<file path="src/hw/rtl/char_lcd_nibble_write_sequencer_defines.svh">
`ifndef CHAR_LCD_NIBBLE_WRITE_SEQUENCER_DEFINES_SVH
`define CHAR_LCD_NIBBLE_WRITE_SEQUENCER_DEFINES_SVH

// Same-cycle implication, clocked on clk and disabled during reset.
`define LCDSEQ_ASSERT_IMP(label, ante, cons) \
  label: assert property (@(posedge clk) disable iff (!rst_n) (ante) |-> (cons)) \
    else $error("lcdseq: check failed");

// Next-cycle implication, clocked on clk and disabled during reset.
`define LCDSEQ_ASSERT_NXT(label, ante, cons) \
  label: assert property (@(posedge clk) disable iff (!rst_n) (ante) |=> (cons)) \
    else $error("lcdseq: check failed");

`endif

</file>
<file path="src/hw/rtl/lcdseq_pkg.sv">
package lcdseq_pkg;

  localparam int unsigned PC_W = 6;

  localparam logic [1:0] CMD_WRITE_CMD  = 2'd0;
  localparam logic [1:0] CMD_WRITE_DATA = 2'd1;
  localparam logic [1:0] CMD_CLEAR      = 2'd2;
  localparam logic [1:0] CMD_INIT       = 2'd3;

  localparam logic [2:0] CFG_ENABLE_PULSE   = 3'd0;
  localparam logic [2:0] CFG_NIBBLE_GAP     = 3'd1;
  localparam logic [2:0] CFG_COMMAND_SETTLE = 3'd2;
  localparam logic [2:0] CFG_DATA_SETTLE    = 3'd3;
  localparam logic [2:0] CFG_POWER_ON_WAIT  = 3'd4;

  // Program layout: one byte routine, the clear routine, the init routine.
  localparam logic [PC_W-1:0] PC_BYTE  = 6'd0;
  localparam logic [PC_W-1:0] PC_CLEAR = 6'd4;
  localparam logic [PC_W-1:0] PC_INIT  = 6'd12;
  localparam logic [PC_W-1:0] PC_LAST  = 6'd40;

  localparam logic [7:0] CLEAR_BYTE_0 = 8'h01;
  localparam logic [7:0] CLEAR_BYTE_1 = 8'h02;
  localparam logic [7:0] INIT_BYTES [7] = '{8'h33, 8'h32, 8'h28, 8'h0C, 8'h06, 8'h01, 8'h02};
  localparam logic [7:0] HI_MASK = 8'hF0;
  localparam logic [7:0] LO_MASK = 8'h0F;

  typedef struct packed {
    logic [1:0] cmd;
    logic [7:0] byte_value;
  } in_beat_t;

  typedef struct packed {
    logic [3:0]  nibble;
    logic        reg_select;
    logic        enable;
    logic [15:0] hold_us;
    logic        last;
  } out_beat_t;

  typedef struct packed {
    logic [15:0] enable_pulse_us;
    logic [15:0] nibble_gap_us;
    logic [15:0] command_settle_us;
    logic [15:0] data_settle_us;
    logic [15:0] power_on_wait_us;
  } cfg_t;

  typedef enum logic [1:0] {NIB_ZERO, NIB_HI, NIB_LO} nib_sel_t;
  typedef enum logic [1:0] {HOLD_PULSE, HOLD_GAP, HOLD_SETTLE, HOLD_POWER} hold_sel_t;

  typedef struct packed {
    nib_sel_t   nib_sel;
    logic       byte_from_item;
    logic [7:0] byte_const;
    logic       rs_from_item;
    logic       enable;
    hold_sel_t  hold_sel;
    logic       last;
  } ucode_t;

  function automatic ucode_t byte_step(input logic [1:0] phase, input logic from_item,
                                       input logic [7:0] byte_const);
    ucode_t w;
    w.nib_sel        = phase[1] ? NIB_LO : NIB_HI;
    w.byte_from_item = from_item;
    w.byte_const     = byte_const;
    w.rs_from_item   = from_item;
    w.enable         = ~phase[0];
    w.hold_sel       = phase[0] ? (phase[1] ? HOLD_SETTLE : HOLD_GAP) : HOLD_PULSE;
    w.last           = 1'b0;
    return w;
  endfunction

  function automatic ucode_t ucode_rom(input logic [PC_W-1:0] pc);
    ucode_t          w;
    logic [PC_W-1:0] rel;
    if (pc < PC_CLEAR) begin
      w      = byte_step(pc[1:0], 1'b1, 8'h00);
      w.last = (pc == PC_CLEAR - 6'd1);
    end else if (pc < PC_INIT) begin
      rel    = pc - PC_CLEAR;
      w      = byte_step(rel[1:0], 1'b0, rel[2] ? CLEAR_BYTE_1 : CLEAR_BYTE_0);
      w.last = (pc == PC_INIT - 6'd1);
    end else if (pc == PC_INIT) begin
      w.nib_sel        = NIB_ZERO;
      w.byte_from_item = 1'b0;
      w.byte_const     = 8'h00;
      w.rs_from_item   = 1'b0;
      w.enable         = 1'b0;
      w.hold_sel       = HOLD_POWER;
      w.last           = 1'b0;
    end else if (pc <= PC_LAST) begin
      rel    = pc - (PC_INIT + 6'd1);
      w      = byte_step(rel[1:0], 1'b0, INIT_BYTES[rel[4:2]]);
      w.last = (pc == PC_LAST);
    end else begin
      w      = byte_step(2'd0, 1'b0, 8'h00);
      w.last = 1'b1;
    end
    return w;
  endfunction

  function automatic logic [PC_W-1:0] entry_pc(input logic [1:0] cmd);
    logic [PC_W-1:0] pc;
    case (cmd)
      CMD_WRITE_CMD, CMD_WRITE_DATA: pc = PC_BYTE;
      CMD_CLEAR:                     pc = PC_CLEAR;
      default:                       pc = PC_INIT;
    endcase
    return pc;
  endfunction

endpackage

</file>
<file path="src/hw/rtl/lcdseq_cfg.sv">
module lcdseq_cfg (
  input  logic              clk,
  input  logic              rst_n,
  input  logic              cfg_we,
  input  logic [2:0]        cfg_index,
  input  logic [15:0]       cfg_wdata,
  output lcdseq_pkg::cfg_t  cfg
);

  lcdseq_pkg::cfg_t cfg_r;

  always_ff @(posedge clk) begin
    if (!rst_n) begin
      cfg_r.enable_pulse_us   <= 16'd1;
      cfg_r.nibble_gap_us     <= 16'd50;
      cfg_r.command_settle_us <= 16'd2000;
      cfg_r.data_settle_us    <= 16'd1000;
      cfg_r.power_on_wait_us  <= 16'd20000;
    end else if (cfg_we) begin
      case (cfg_index)
        lcdseq_pkg::CFG_ENABLE_PULSE:   cfg_r.enable_pulse_us   <= cfg_wdata;
        lcdseq_pkg::CFG_NIBBLE_GAP:     cfg_r.nibble_gap_us     <= cfg_wdata;
        lcdseq_pkg::CFG_COMMAND_SETTLE: cfg_r.command_settle_us <= cfg_wdata;
        lcdseq_pkg::CFG_DATA_SETTLE:    cfg_r.data_settle_us    <= cfg_wdata;
        lcdseq_pkg::CFG_POWER_ON_WAIT:  cfg_r.power_on_wait_us  <= cfg_wdata;
        default: ;
      endcase
    end
  end

  assign cfg = cfg_r;

endmodule

</file>
<file path="src/hw/rtl/lcdseq_useq.sv">
`include "char_lcd_nibble_write_sequencer_defines.svh"

module lcdseq_useq (
  input  logic                   clk,
  input  logic                   rst_n,
  input  lcdseq_pkg::cfg_t       cfg,
  input  logic                   in_valid,
  output logic                   in_ready,
  input  lcdseq_pkg::in_beat_t   in_beat,
  output logic                   out_valid,
  input  logic                   out_ready,
  output lcdseq_pkg::out_beat_t  out_beat
);

  logic                          busy_r;
  logic [lcdseq_pkg::PC_W-1:0]   pc_r;
  lcdseq_pkg::in_beat_t          item_r;
  logic                          out_valid_r;
  lcdseq_pkg::out_beat_t         out_beat_r;

  lcdseq_pkg::ucode_t            word;
  logic                          accept;
  logic                          issue;
  logic [7:0]                    cur_byte;
  logic                          rs;
  lcdseq_pkg::out_beat_t         out_beat_nxt;

  assign word     = lcdseq_pkg::ucode_rom(pc_r);
  assign in_ready = ~busy_r;
  assign accept   = in_valid & in_ready;
  assign issue    = busy_r & (~out_valid_r | out_ready);

  always_comb begin
    cur_byte = word.byte_from_item ? item_r.byte_value : word.byte_const;
    rs       = word.rs_from_item & (item_r.cmd == lcdseq_pkg::CMD_WRITE_DATA);
    case (word.nib_sel)
      lcdseq_pkg::NIB_HI: out_beat_nxt.nibble = 4'((cur_byte & lcdseq_pkg::HI_MASK) >> 4);
      lcdseq_pkg::NIB_LO: out_beat_nxt.nibble = 4'(cur_byte & lcdseq_pkg::LO_MASK);
      default:            out_beat_nxt.nibble = 4'd0;
    endcase
    case (word.hold_sel)
      lcdseq_pkg::HOLD_PULSE:  out_beat_nxt.hold_us = cfg.enable_pulse_us;
      lcdseq_pkg::HOLD_GAP:    out_beat_nxt.hold_us = cfg.nibble_gap_us;
      lcdseq_pkg::HOLD_SETTLE: out_beat_nxt.hold_us = rs ? cfg.data_settle_us
                                                         : cfg.command_settle_us;
      default:                 out_beat_nxt.hold_us = cfg.power_on_wait_us;
    endcase
    out_beat_nxt.reg_select = rs;
    out_beat_nxt.enable     = word.enable;
    out_beat_nxt.last       = word.last;
  end

  always_ff @(posedge clk) begin
    if (!rst_n) begin
      busy_r      <= 1'b0;
      pc_r        <= '0;
      out_valid_r <= 1'b0;
    end else begin
      if (accept) begin
        busy_r <= 1'b1;
        pc_r   <= lcdseq_pkg::entry_pc(in_beat.cmd);
        item_r <= in_beat;
      end else if (issue) begin
        if (word.last) begin
          busy_r <= 1'b0;
        end else begin
          pc_r <= pc_r + 6'd1;
        end
      end
      if (issue) begin
        out_valid_r <= 1'b1;
        out_beat_r  <= out_beat_nxt;
      end else if (out_ready) begin
        out_valid_r <= 1'b0;
      end
    end
  end

  assign out_valid = out_valid_r;
  assign out_beat  = out_beat_r;

  `LCDSEQ_ASSERT_NXT(a_accept_starts, accept, busy_r)
  `LCDSEQ_ASSERT_NXT(a_last_ends, issue && word.last, !busy_r)
  `LCDSEQ_ASSERT_NXT(a_step_advances, issue && !word.last, busy_r && pc_r == $past(pc_r) + 6'd1)
  `LCDSEQ_ASSERT_IMP(a_pc_in_program, busy_r, pc_r <= lcdseq_pkg::PC_LAST)

endmodule

</file>
<file path="src/hw/rtl/char_lcd_nibble_write_sequencer.sv">
// Turns one request into the timed pin phases of a character LCD on a 4-bit bus, one phase
// per result beat. A command or data write gives 4 phases, a clear gives 8 and an init gives
// 29 (a power-on wait, then seven command bytes). Once a request is taken, its phases
// leave at one per cycle while out_ready is high; the step counter of the microprogram
// issues one control word per cycle unless the output is stalled, and sets this pace.
// The next request is taken in the cycle after the last phase is issued, while
// that phase may still wait in the output register. Timing registers may be written only
// while no request is in progress.
module char_lcd_nibble_write_sequencer (
  input  logic                   clk,
  input  logic                   rst_n,
  input  logic                   in_valid,
  output logic                   in_ready,
  input  lcdseq_pkg::in_beat_t   in_beat,
  output logic                   out_valid,
  input  logic                   out_ready,
  output lcdseq_pkg::out_beat_t  out_beat,
  input  logic                   cfg_we,
  input  logic [2:0]             cfg_index,
  input  logic [15:0]            cfg_wdata
);

  lcdseq_pkg::cfg_t cfg;

  lcdseq_cfg u_cfg (
    .clk       (clk),
    .rst_n     (rst_n),
    .cfg_we    (cfg_we),
    .cfg_index (cfg_index),
    .cfg_wdata (cfg_wdata),
    .cfg       (cfg)
  );

  lcdseq_useq u_useq (
    .clk       (clk),
    .rst_n     (rst_n),
    .cfg       (cfg),
    .in_valid  (in_valid),
    .in_ready  (in_ready),
    .in_beat   (in_beat),
    .out_valid (out_valid),
    .out_ready (out_ready),
    .out_beat  (out_beat)
  );

endmodule

</file>
<file path="config.mk">
export PLATFORM = sky130hd
export DESIGN_NAME = char_lcd_nibble_write_sequencer
export DESIGN_NICKNAME = d
export VERILOG_FILES = /design/src/hw/rtl/lcdseq_pkg.sv /design/src/hw/rtl/lcdseq_cfg.sv /design/src/hw/rtl/lcdseq_useq.sv /design/src/hw/rtl/char_lcd_nibble_write_sequencer.sv
export VERILOG_INCLUDE_DIRS = /design/src /design/src/hw/rtl
export SDC_FILE = /design/constraint.sdc
export NUM_CORES = 1
export LEC_CHECK = 0
export BUFFER_PORTS_ARGS = -buffer_cell sky130_fd_sc_hd__buf_2
export CAP_MARGIN = 10
export CORE_ASPECT_RATIO = 0.7
export CORE_MARGIN = 3
export CORE_UTILIZATION = 50
export CTS_CLUSTER_DIAMETER = 100
export DETAILED_ROUTE_END_ITERATION = 10
export HOLD_SLACK_MARGIN = 0.12
export PLACE_DENSITY = 0.69
export SETUP_SLACK_MARGIN = 0.15
export SYNTH_ARGS = -nofsm -noshare
export SYNTH_HDL_FRONTEND = slang
export SYNTH_SLANG_ARGS = --single-unit
</file>
<file path="constraint.sdc">
create_clock -name clk -period 3.65 [get_ports clk]
set_clock_uncertainty 0.2 [all_clocks]
set_input_delay 0.365 -clock clk [delete_from_list [all_inputs] [get_ports clk]]
set_output_delay 0.365 -clock clk [all_outputs]
set_load 0.1 [all_outputs]
</file>
==> results of run 1 <==
per-stage QoR:
step / worst slack (ns) / cell area [um^2] / power, mW
after floorplan: 0.802 / 5610 / 1.73
after global placement: 0.723 / 5970 / 1.82
after detailed placement: 0.564 / 5970 / 1.83
after CTS: 0.535 / 6850 / 3.52
after global routing: 0.217 / 6850 / 3.63
final: 0.467 / 6850 / 3.51
layer usage:
layer,share of wire,routed length (um),track usage
met3,0.085,1290,0.0671
met2,0.45,6820,0.390
met5,0,0,0
met1,0.45,6840,0.340
met4,0.011,166,0.0779
critical path: cells and delay by family, from the launching register on:
kind | cells | cell delay [ns]
flops | 1 | 0.55
simple gates | 2 | 0.14
buf+inv | 2 | 0.33
compound gates | 5 | 0.99
fa+ha+maj | 2 | 0.73
synth_stat cells, drive strengths merged (3+ instances only):
cell,number,area [um^2]
a211oi,19,143
a21boi,60,450
a21oi,11,55.1
a22oi,4,30.0
a31oi,4,25.0
and2,18,113
and3,4,25.0
buf,16,95.1
clkbuf,31,116
dfxtp,88,1760
edfxtp,33,991
ha,7,87.6
inv,13,48.8
mux2i,19,190
nand2,171,642
nand2b,5,31.3
nand3,24,120
nand4,4,25.0
nor2,15,56.3
nor2b,3,18.8
nor3,4,20.0
o21ai,32,160
o22ai,18,113
o32a,3,30.0
xnor2,6,52.6
cell families (layout without fill, tap and decap cells):
group / after synthesis / after routing / share of synthesized area
AOI/OAI and AO/OA: 161 / 161 / 0.195
xor gates and xnor gates: 6 / 6 / 0.00936
adders and majority gates: 7 / 7 / 0.0156
buffers and inverters: 61 / 144 / 0.0470
DFF: 121 / 121 / 0.490
muxes: 20 / 20 / 0.0359
and+or+nand+nor: 261 / 261 / 0.207
worst paths after layout:
kind                  startpoint             endpoint  slack, ns  depth (start not counted)
setup / recovery  u_useq.pc_r[0]  u_useq.out_beat[20]       0.47                         11
hold / removal     u_cfg.cfg[40]        u_cfg.cfg[40]       0.26                          2
setup reg to reg  u_useq.pc_r[0]  u_useq.out_beat[20]       0.47                         11
hold reg to reg    u_cfg.cfg[40]        u_cfg.cfg[40]       0.26                          2
timing repair:
item,4_1_cts,5_1_grt
endpoints found under the setup margin,0,0
hold endpoints to repair,94,0
hold buffers,29,0
sequential cells by signal, summed over array words and instances, names as in the netlist:
name / count
u_useq.pc_r: 6
u_useq.busy_r: 1
u_useq.out_valid: 1
u_useq.item_r: 10
u_useq.out_beat: 23
u_cfg.cfg: 80
report_power, final:
| part | internal, mW | leakage, nW | total, mW | switching, mW |
|---|---|---|---|---|
| logic | 0.125 | 1.32 | 0.382 | 0.257 |
| registers | 1.43 | 1.02 | 1.45 | 0.0254 |
| clock network | 1.09 | 0.286 | 1.68 | 0.594 |
| total | 2.64 | 2.63 | 3.51 | 0.876 |
area by class of cell:
type                            count  area (um^2)  share of cell area
Clock buffer                       20          447              0.0652
Sequential cell                   121         2750               0.402
Clock inverter                     12          150              0.0219
Tap cell                          148          185              0.0270
Timing Repair Buffer               98          663              0.0968
Inverter                           14         52.6             0.00767
Multi-Input combinational cell    455         2600               0.380
==> key figures, run 1 <==
Route
  – Residual DRC: 0
  – Drt total wl: 15,100 um
  – Total vias in the final route: between 4,000 and 5,000
  – Average via count per standard cell: between 5 and 6
  – Number of search-and-repair iterations in the first detailed-routing pass: 5
  – Initial detailed-routing violation count: around 390
  – WL/cell: ~17 um
  – Remaining antenna violation count after routing: 0

CTS
  – Clock-pin slew on the worst setup and hold paths: around 0.05 ns
  – H-tree Lvls: 4
  – TritonCTS Buffers: 17
  – Insertion delay to the later sink of the worst-skew pair: 0.42 ns
  – Maximum root-to-sink buffer count: 2
  – Clock root buffer: clkbuf_16
  – Post-CTS Resized: 0
  – TritonCTS clock tree: yes
  – # clock sinks: about 120
  – Post-CTS setup-driven buffer insertion count: 0

Global routing
  – Pin count of the biggest net entering global routing: 83
  – Residual overflow from global routing: 0
  – Total Routing Usage GR: 0.249
  – Vias in the first global route: approximately 4,700
  – Global-route wire length before repair: ~24,000 um
  – Number of antenna violations at the first check in global routing: 0

Layout
  – Most frequent standard cell in the layout excluding fill and tap cells: nand2_1
  – Final-layout fill cell count: roughly 900
  – Final Core Density: 0.645
  – Number of standard cells in the final layout excluding fillers: between 800 and 900
  – Most used cells in the layout excluding fill and tap cells: 171 x nand2_1, 88 x dfxtp_1, 58 x buf_2, 56 x a21boi_0, 33 x edfxtp_1
  – Final Net Count: around 750
  – Share of final-layout standard cells stronger than drive strength 1: 0.146
  – # diodes: 0
  – Area growth from synthesis to final layout: 22.1%

Die
  – Floorplan core area: about 11,000 um^2
  – Die width: roughly 130 um
  – Starting utilization of the core area: 0.528
  – I/O pin total: 59
  – Vert. Die Dim: between 90 and 100 um
  – Area of the die: about 13,000 um^2
  – Row cnt: 31

Flow run
  – Number of max-cap violations: 0

Power and ir drop
  – Total power divided by cell area: ~510 nW/um^2
  – Highest ir drop seen on vdd: ~0.35 mV
  – Static leakage power: ~2.6 nW

Synth
  – Most used flip-flop cell after synthesis: dfxtp_1
  – Fraction of synthesis flops using an asynchronous set or reset pin: 0
  – Synth Warn #: 0
  – Syn_area_per_cell: about 8.8 um^2
  – Distinct cell type count of the synthesized netlist: 51
  – Synth Instances: about 640
  – Netlist Area Pre-Place: roughly 5600 um^2
  – FF+latch count, synth: about 120
  – Post-synth EDFFs: 33
  – Seq/Total Area, Yosys: 0.490
  – Synth Net Count: 678

Timing
  – Number of hold violations in the final report: 0
  – Final-report setup violation count: 0
  – Highest attainable clock frequency: 314 MHz
  – Unrepaired setup endpoints after global routing: no
  – Remaining max-slew budget at the tightest pin: 0.371
  – Worst Hold Slack: 0.259 ns
  – Period Utilization, post-route: 0.872
  – Post-Route Setup TNS: 0 ns
  – Max-slew violation count: 0
  – Min Tclk post-route: approximately 3.2 ns
  – Slew of the pin with the lowest slew margin: 0.942 ns

Setup path
  – Sequence of cells on the critical path: inv_1, ha_1, inv_1, o21ai_0, a22oi_1, o21ai_0, ha_1, nor2b_1, o21ai_0, nor2_1, a32o_1
  – Worst path slowest cell: dfxtp_1
  – CP max FO: 12
  – Crit path largest cell delay: 0.55 ns
  – Data arrival at the endpoint of the critical path: ~3.2 ns
  – Crit end category: register
  – Startpoint kind of the worst setup timing path: register
  – WS Path Type: register to register
  – Required arrival time at the worst endpoint: approximately 3.6 ns
  – Cell seen most often among critical-path stages: o21ai_0

Place
  – HPWL after DPL: between 9000 and 10,000 um
  – Total instance count after detailed placement: 807
  – GPL Wtd Cong: ~0.96
  – Quantity of I/O buffers inserted on ports: a little under 60

Worst hold path
  – Hold Crit Class: register to register

Outcome
  – Result of the run: finished clean
Power figures use the tool's default switching activity.
==> run 2, diff against run 1 <==
--- a/config.mk
+++ b/config.mk
@@ -14,6 +14,7 @@
 export CTS_CLUSTER_DIAMETER = 100
 export DETAILED_ROUTE_END_ITERATION = 10
 export HOLD_SLACK_MARGIN = 0.12
+export MAX_ROUTING_LAYER = met4
 export PLACE_DENSITY = 0.69
 export SETUP_SLACK_MARGIN = 0.15
 export SYNTH_ARGS = -nofsm -noshare
==> run 2 against run 1 <==
  * Core utilization did not move
  * Critical path depth did not move
  * Sequential power barely moved
  * Worst setup slack got worse by 0.012 ns
  * Count of clock-buffer cells in the layout did not move
  * Critical path type unchanged
  * Largest cell class unchanged
==> key figures, run 2 (synthesized netlist as in run 1, its figures left out) <==
Timing
  – Final-report setup violation count: 0 (unchanged)
  – Min Tclk post-route: 3.19 ns (was 3.18 ns)
  – Unrepaired setup endpoints after global routing: no (unchanged)
  – Post-Route Setup TNS: 0 ns (unchanged)
  – Remaining max-slew budget at the tightest pin: 0.360 (was 0.371)
  – Slew of the pin with the lowest slew margin: 0.957 ns (was 0.942 ns)
  – Max-slew violation count: 0 (unchanged)
  – Highest attainable clock frequency: 313 MHz (was 314 MHz)
  – Number of hold violations in the final report: 0 (unchanged)
  – Period Utilization, post-route: 0.875 (was 0.872)

Setup path
  – Required arrival time at the worst endpoint: 3.61 ns (about the same)
  – Startpoint kind of the worst setup timing path: register (unchanged)
  – CP max FO: 12 (unchanged)
  – Data arrival at the endpoint of the critical path: 3.16 ns (was 3.15 ns)
  – Sequence of cells on the critical path: inv_1, ha_1, inv_1, o21ai_0, a22oi_1, o21ai_0, ha_1, nor2b_1, o21ai_0, nor2_1, a32o_1 (unchanged)
  – Worst path slowest cell: dfxtp_1 (unchanged)
  – Number of buffer and inverter instances along the worst setup path: 2 (unchanged)
  – R2R Path Start: u_useq.pc_r[0] (unchanged)
  – Register-to-Register Setup Slack: 0.46 ns (was 0.47 ns)
  – Crit end category: register (unchanged)
  – Crit path largest cell delay: 0.55 ns (about the same)
  – Startpoint of the worst setup timing path: u_useq.pc_r[0] (unchanged)
  – Number of cell instances on the worst register-to-register path: 11 (unchanged)
  – Category of cells accounting for the largest share of critical-path delay: compound AO/OA/AOI/OAI gates (unchanged)
  – Cell seen most often among critical-path stages: o21ai_0 (unchanged)
  – WS Path Type: register to register (unchanged)
  – Endpoint of the worst-slack reg-to-reg timing path: u_useq.out_beat[20] (unchanged)

Power and ir drop
  – Total power divided by cell area: 512 nW/um^2 (was 513 nW/um^2)
  – Highest ir drop seen on vdd: 0.349 mV (was 0.352 mV)
  – Net Sw Power: 0.872 mW (was 0.876 mW)
  – Tot Pwr: 3.51 mW (about the same)
  – Static leakage power: 2.63 nW (unchanged)
  – Switching share of power: 0.248 (was 0.249)
  – Power share of the sequential group: 0.414 (was 0.413)
  – Internal Pwr Total: 2.64 mW (about the same)
  – Combinational fraction of design power: 0.109 (about the same)
  – Fraction of power consumed by the clock network: 0.478 (about the same)

Layout
  – Flip-flop count of the largest register after layout: 80 (unchanged)
  – Share of final-layout standard cells stronger than drive strength 1: 0.146 (unchanged)
  – Most used cells in the layout excluding fill and tap cells: 171 x nand2_1, 88 x dfxtp_1, 58 x buf_2, 56 x a21boi_0, 33 x edfxtp_1 (unchanged)
  – # diodes: 0 (unchanged)
  – Final-layout fill cell count: 902 (unchanged)
  – Most frequent standard cell in the layout excluding fill and tap cells: nand2_1 (unchanged)
  – Final Net Count: 748 (unchanged)
  – Number of standard cells in the final layout excluding fillers: 868 (unchanged)
  – Area growth from synthesis to final layout: 22.1% (unchanged)

Global routing
  – Number of antenna violations at the first check in global routing: 0 (unchanged)
  – Vias in the first global route: 4,656 (was 4,653)
  – Global-route wire length before repair: 24,200 um (was 24,100 um)
  – Residual overflow from global routing: 0 (unchanged)
  – Total Routing Usage GR: 0.257 (was 0.249)
  – Pin count of the biggest net entering global routing: 83 (unchanged)

Worst hold path
  – Hold_sp: u_cfg.cfg[40] (unchanged)
  – Number of stages on the worst hold path: 2 (unchanged)
  – Hold Crit Class: register to register (unchanged)
  – Hold Crit Endpoint: u_cfg.cfg[40] (unchanged)

Route
  – Residual DRC: 0 (unchanged)
  – WL/cell: 17.4 um (about the same)
  – Total vias in the final route: 4,837 (was 4,882)
  – Drt total wl: 15,100 um (about the same)
  – Remaining antenna violation count after routing: 0 (unchanged)
  – Number of search-and-repair iterations in the first detailed-routing pass: 5 (unchanged)
  – Initial detailed-routing violation count: 415 (was 393)
  – Average via count per standard cell: 5.57 (was 5.62)

CTS
  – # clock sinks: 121 (unchanged)
  – Clock root buffer: clkbuf_16 (unchanged)
  – Post-CTS setup-driven buffer insertion count: 0 (unchanged)
  – TritonCTS Buffers: 17 (unchanged)
  – Post-CTS Resized: 0 (unchanged)
  – Maximum root-to-sink buffer count: 2 (unchanged)
  – H-tree Lvls: 4 (unchanged)
  – TritonCTS clock tree: yes (unchanged)
  – Clock-pin slew on the worst setup and hold paths: 0.05 ns (about the same)
  – Insertion delay to the later sink of the worst-skew pair: 0.41 ns (was 0.42 ns)

Flow run
  – Number of max-cap violations: 0 (unchanged)

Die
  – Area of the die: 12,600 um^2 (unchanged)
  – I/O pin total: 59 (unchanged)
  – Vert. Die Dim: 94.6 um (unchanged)
  – Starting utilization of the core area: 0.528 (unchanged)
  – Die width: 133 um (unchanged)
  – Row cnt: 31 (unchanged)
  – Floorplan core area: 10,600 um^2 (unchanged)

Place
  – GPL Wtd Cong: 0.975 (was 0.958)
  – HPWL after DPL: 9470 um (unchanged)
  – Total instance count after detailed placement: 807 (unchanged)
  – Quantity of I/O buffers inserted on ports: 58 (unchanged)

Outcome
  – Result of the run: finished clean (unchanged)
-- run 2: cell counts in the layout (fill, tap and decap cells not counted) --
No cell type changed its count.
-- run 2: metal layers --
metal	part of all wire	wire length, um	vias up	track usage
met4	0.013	195	0	0.0718
li1	-	-	2353	-
met5	0	0	-	-
met3	0.086	1300	19	0.0644
met1	0.46	6890	2293	0.344
met2	0.45	6730	172	0.390
-- run 2: worst max path at each step --
| stage | to | slack, ns | cells past startpoint |
|---|---|---|---|
| finish | u_useq.out_beat[20] | 0.46 | 11 |
| global route | u_useq.out_beat[20] | 0.22 | 11 |
| CTS | u_useq.out_beat[20] | 0.54 | 11 |
| detailed placement | u_useq.out_beat[20] | 0.56 | 11 |
| global placement | u_useq.out_beat[20] | 0.72 | 11 |
| floorplan | u_useq.out_beat[20] | 0.80 | 12 |
-- run 2: worst reg2reg max path: cells and delay by family, from the launching register on --
kind	cells	cell delay [ns]
DFF	1	0.55
buffers and inverters	2	0.33
AOI/OAI and AO/OA	5	1.00
adders and majority gates	2	0.73
and+or+nand+nor	2	0.14
-- run 2: layout make-up --
class,instances,area [um^2],share of cell area
inverters,14,52.6,0.00767
clock inverters,12,150,0.0219
multi-input cells,455,2600,0.380
clock buffers,20,447,0.0652
well taps,148,185,0.0270
repair buffers,98,663,0.0968
flip-flops and latches,121,2750,0.402
-- run 2: power groups by stage --
stage               Sequential (mW)  Combinational (mW)  Clock [mW]
floorplan                      1.55               0.183           0
global placement               1.48               0.344           0
detailed placement             1.48               0.351           0
CTS                            1.45               0.377        1.69
global route                   1.46               0.411        1.76
finish                         1.45               0.381        1.68
-- run 2: timing repair --
action | in CTS | in global routing
setup endpoints to repair | 0 | 0
hold endpoints to repair | 94 | 0
hold buffers | 29 | 0
-- run 2: metrics by stage --
stage	util	hold WS [ns]	worst slack (ns)	cell area [um^2]
floorplan	-	0.232	0.802	5610
global placement	0.561	0.238	0.723	5970
detailed placement	0.561	0.247	0.564	5970
CTS	0.645	0.261	0.535	6850
global route	0.645	0.273	0.217	6850
finish	0.645	0.259	0.455	6850
==> run 3, diff against run 2 <==
--- a/config.mk
+++ b/config.mk
@@ -6,16 +6,16 @@
 export SDC_FILE = /design/constraint.sdc
 export NUM_CORES = 1
 export LEC_CHECK = 0
+export ABC_AREA = 1
 export BUFFER_PORTS_ARGS = -buffer_cell sky130_fd_sc_hd__buf_2
 export CAP_MARGIN = 10
-export CORE_ASPECT_RATIO = 0.7
 export CORE_MARGIN = 3
 export CORE_UTILIZATION = 50
 export CTS_CLUSTER_DIAMETER = 100
 export DETAILED_ROUTE_END_ITERATION = 10
 export HOLD_SLACK_MARGIN = 0.12
 export MAX_ROUTING_LAYER = met4
-export PLACE_DENSITY = 0.69
+export PLACE_DENSITY = 0.7
 export SETUP_SLACK_MARGIN = 0.15
 export SYNTH_ARGS = -nofsm -noshare
 export SYNTH_HDL_FRONTEND = slang
==> run 3 against run 2 <==
  * Sequential share of layout area up 1.5 points
  * Combinational power about the same
  * Cell area down 3.7%
  * Via count up 3.6%
  * Non-clock buffer count down 3
  * Register-to-register slack better by 0.55 ns
  * Core utilization down 1.1 points
  * Power down 2.0%
  * Maximum frequency up 21%
  * Worst setup slack better by 0.55 ns
  * Wire length down 3.1%
  * Sequential cell count unchanged
  * Largest cell class unchanged
  * Highest routed layer unchanged
==> key figures, run 3 <==
Route
  – Total vias in the final route: 5,010 (was 4,837)
  – Initial detailed-routing violation count: 536 (was 415)
  – Drt total wl: 14,700 um (was 15,100 um)
  – WL/cell: 16.0 um (was 17.4 um)
  – Residual DRC: 0 (unchanged)
  – Average via count per standard cell: 5.48 (was 5.57)
  – Remaining antenna violation count after routing: 0 (unchanged)
  – Number of search-and-repair iterations in the first detailed-routing pass: 5 (unchanged)

Global routing
  – Residual overflow from global routing: 0 (unchanged)
  – Pin count of the biggest net entering global routing: 83 (unchanged)
  – Total Routing Usage GR: 0.266 (was 0.257)
  – Global-route wire length before repair: 23,900 um (was 24,200 um)
  – Vias in the first global route: 4,830 (was 4,656)
  – Number of antenna violations at the first check in global routing: 0 (unchanged)

Layout
  – Final Instance Area: 6600 um^2 (was 6850 um^2)
  – Most frequent standard cell in the layout excluding fill and tap cells: nand2_1 (unchanged)
  – Most used cells in the layout excluding fill and tap cells: 129 x nand2_1, 119 x nor2_1, 88 x dfxtp_1, 81 x o21ai_0, 65 x nand3_1 (was 171 x nand2_1, 88 x dfxtp_1, 58 x buf_2, 56 x a21boi_0, 33 x edfxtp_1)
  – Share of final-layout standard cells stronger than drive strength 1: 0.137 (was 0.146)
  – # diodes: 0 (unchanged)
  – Flip-flop count of the largest register after layout: 80 (unchanged)
  – Final Core Density: 0.634 (was 0.645)
  – Final Net Count: 807 (was 748)
  – Final-layout fill cell count: 915 (was 902)
  – Area growth from synthesis to final layout: 22.2% (was 22.1%)

Synth
  – Fraction of synthesis flops using an asynchronous set or reset pin: 0 (unchanged)
  – Cell accounting for the most synthesized area: dfxtp_1 (unchanged)
  – Top cell type's share of synthesized area: 0.326 (was 0.314)
  – Seq/Total Area, Yosys: 0.510 (was 0.490)
  – Most instantiated library cell after synthesis: nand2_1 (unchanged)
  – Ranking of synthesized cells by area: dfxtp_1 33%, edfxtp_1 18%, nand2_1 9.0%, nor2_1 8.3%, o21ai_0 7.5% (was dfxtp_1 31%, edfxtp_1 18%, nand2_1 11%, a21boi_0 7.5%, mux2i_1 3.4%)
  – Top cell types by occurrence after synthesis: 129 x nand2_1, 120 x nor2_1, 88 x dfxtp_1 (was 171 x nand2_1, 88 x dfxtp_1, 56 x a21boi_0)
  – Syn_area_per_cell: 7.87 um^2 (was 8.81 um^2)
  – FF+latch count, synth: 121 (unchanged)
  – Synth Net Count: 727 (was 678)
  – Distinct cell type count of the synthesized netlist: 33 (was 51)
  – Synth Instances: 686 (was 637)
  – Most used flip-flop cell after synthesis: dfxtp_1 (unchanged)
  – Post-synth EDFFs: 33 (unchanged)
  – Netlist Area Pre-Place: 5400 um^2 (was 5610 um^2)
  – Synth Warn #: 0 (unchanged)

Worst hold path
  – Number of stages on the worst hold path: 5 (was 2)
  – Hold Crit Class: input pin to register (was register to register)

Power and ir drop
  – Power share of the sequential group: 0.425 (was 0.414)
  – Total power divided by cell area: 521 nW/um^2 (was 512 nW/um^2)
  – Net Sw Power: 0.878 mW (was 0.872 mW)
  – Switching share of power: 0.255 (was 0.248)
  – Tot Pwr: 3.44 mW (was 3.51 mW)
  – Static leakage power: 2.93 nW (was 2.63 nW)
  – Highest ir drop seen on vdd: 0.402 mV (was 0.349 mV)
  – Fraction of power consumed by the clock network: 0.464 (was 0.478)
  – Internal Pwr Total: 2.56 mW (was 2.64 mW)
  – Combinational fraction of design power: 0.111 (was 0.109)

Timing
  – Final-report setup violation count: 0 (unchanged)
  – Number of hold violations in the final report: 0 (unchanged)
  – Remaining max-slew budget at the tightest pin: 0.420 (was 0.360)
  – Highest attainable clock frequency: 378 MHz (was 313 MHz)
  – Slew of the pin with the lowest slew margin: 0.870 ns (was 0.957 ns)
  – Min Tclk post-route: 2.64 ns (was 3.19 ns)
  – Worst Hold Slack: 0.144 ns (was 0.259 ns)
  – Unrepaired setup endpoints after global routing: no (unchanged)
  – Post-Route Setup TNS: 0 ns (unchanged)
  – Max-slew violation count: 0 (unchanged)
  – Period Utilization, post-route: 0.724 (was 0.875)

CTS
  – Post-CTS setup-driven buffer insertion count: 0 (unchanged)
  – Post-CTS Resized: 0 (unchanged)
  – H-tree Lvls: 4 (unchanged)
  – # clock sinks: 121 (unchanged)
  – TritonCTS clock tree: yes (unchanged)
  – Insertion delay to the later sink of the worst-skew pair: 0.53 ns (was 0.41 ns)
  – Maximum root-to-sink buffer count: 2 (unchanged)
  – TritonCTS Buffers: 17 (unchanged)
  – Clock root buffer: clkbuf_8 (was clkbuf_16)
  – Clock-pin slew on the worst setup and hold paths: 0.06 ns (was 0.05 ns)

Flow run
  – Number of max-cap violations: 0 (unchanged)

Setup path
  – CP max FO: 7 (was 12)
  – Startpoint kind of the worst setup timing path: register (unchanged)
  – Crit end category: register (unchanged)
  – Sequence of cells on the critical path: inv_1, ha_1, nor2_1, nor2_2, inv_1, nand2_1, o22ai_1, inv_1, ha_1, inv_1, nor2_1, nand2_1, a21boi_0, a21oi_1 (was inv_1, ha_1, inv_1, o21ai_0, a22oi_1, o21ai_0, ha_1, nor2b_1, o21ai_0, nor2_1, a32o_1)
  – Crit path largest cell delay: 0.44 ns (was 0.55 ns)
  – Data arrival at the endpoint of the critical path: 2.73 ns (was 3.16 ns)
  – Number of cell instances on the worst register-to-register path: 14 (was 11)
  – Cell seen most often among critical-path stages: inv_1 (was o21ai_0)
  – Worst path slowest cell: dfxtp_1 (unchanged)
  – Required arrival time at the worst endpoint: 3.73 ns (was 3.61 ns)
  – WS Path Type: register to register (unchanged)

Die
  – Area of the die: 12,100 um^2 (was 12,600 um^2)
  – Starting utilization of the core area: 0.518 (was 0.528)
  – Floorplan core area: 10,400 um^2 (was 10,600 um^2)
  – Row cnt: 37 (was 31)
  – I/O pin total: 59 (unchanged)
  – Die width: 110 um (was 133 um)
  – Vert. Die Dim: 110 um (was 94.6 um)

Place
  – HPWL after DPL: 8860 um (was 9470 um)
  – GPL Wtd Cong: 0.890 (was 0.975)
  – Total placed instance area: 5730 um^2 (was 5970 um^2)
  – Quantity of I/O buffers inserted on ports: 58 (unchanged)

Outcome
  – Result of the run: finished clean (unchanged)
-- run 3: final cells by class --
cell class / count / area [um^2] / area share
clock inverter: 8 / 93.8 / 0.0142
multi-input combinational: 479 / 2270 / 0.345
timing repair buffer: 95 / 643 / 0.0975
sequential: 121 / 2750 / 0.417
inverter: 52 / 195 / 0.0296
tap: 136 / 170 / 0.0258
clock buffer: 24 / 470 / 0.0713
-- run 3: layer usage --
metal  wire, um  global-route usage  vias up
met2       6960               0.419      229
met3       1280              0.0617       35
met5          0                   -        -
met1       6130               0.340     2296
met4        280              0.0846        0
li1           -                   -     2450
-- run 3: cell families after synthesis --
| kind of cell | count (synthesis) | share of synthesized area |
|---|---|---|
| simple gates | 362 | 0.298 |
| flops | 121 | 0.510 |
| compound gates | 109 | 0.105 |
| buf+inv | 86 | 0.0697 |
| fa+ha+maj | 7 | 0.0162 |
| xor+xnor | 1 | 0.00162 |
-- run 3: worst max-delay path, delay by kind of cell (launching register included) --
kind	cells	cell delay (ns)
AOI/OAI and AO/OA	3	0.43
adders and majority gates	2	0.44
buffers and inverters	4	0.41
DFF	1	0.44
and+or+nand+nor	5	0.47
-- run 3: path summary, 6_finish.rpt --
check	slack [ns]	end	from
setup reg to reg	1.01	u_useq.out_beat[20]	u_useq.pc_r[0]
hold / removal	0.14	u_cfg.cfg[19]	cfg_index[0]
hold reg to reg	0.25	u_cfg.cfg[16]	u_cfg.cfg[16]
setup / recovery	1.01	u_useq.out_beat[20]	u_useq.pc_r[0]
-- run 3: power groups by stage --
stage,combinational [mW],clock (mW),sequential [mW]
after floorplan,0.182,0,1.57
after CTS,0.378,1.60,1.46
after detailed placement,0.350,0,1.49
after global placement,0.345,0,1.49
after global routing,0.415,1.67,1.47
final,0.380,1.60,1.46
-- run 3: timing repair --
item / in CTS / in global routing
hold endpoints to repair: 94 / 0
hold buffers: 30 / 0
endpoints found under the setup margin: 0 / 0
-- run 3: through the flow --
| step | instances | worst slack [ns] |
|---|---|---|
| floorplan | 686 | 1.14 |
| global placement | 853 | 1.06 |
| detailed placement | 853 | 1.03 |
| CTS | 915 | 1.02 |
| global route | 915 | 0.731 |
| finish | 915 | 1.01 |
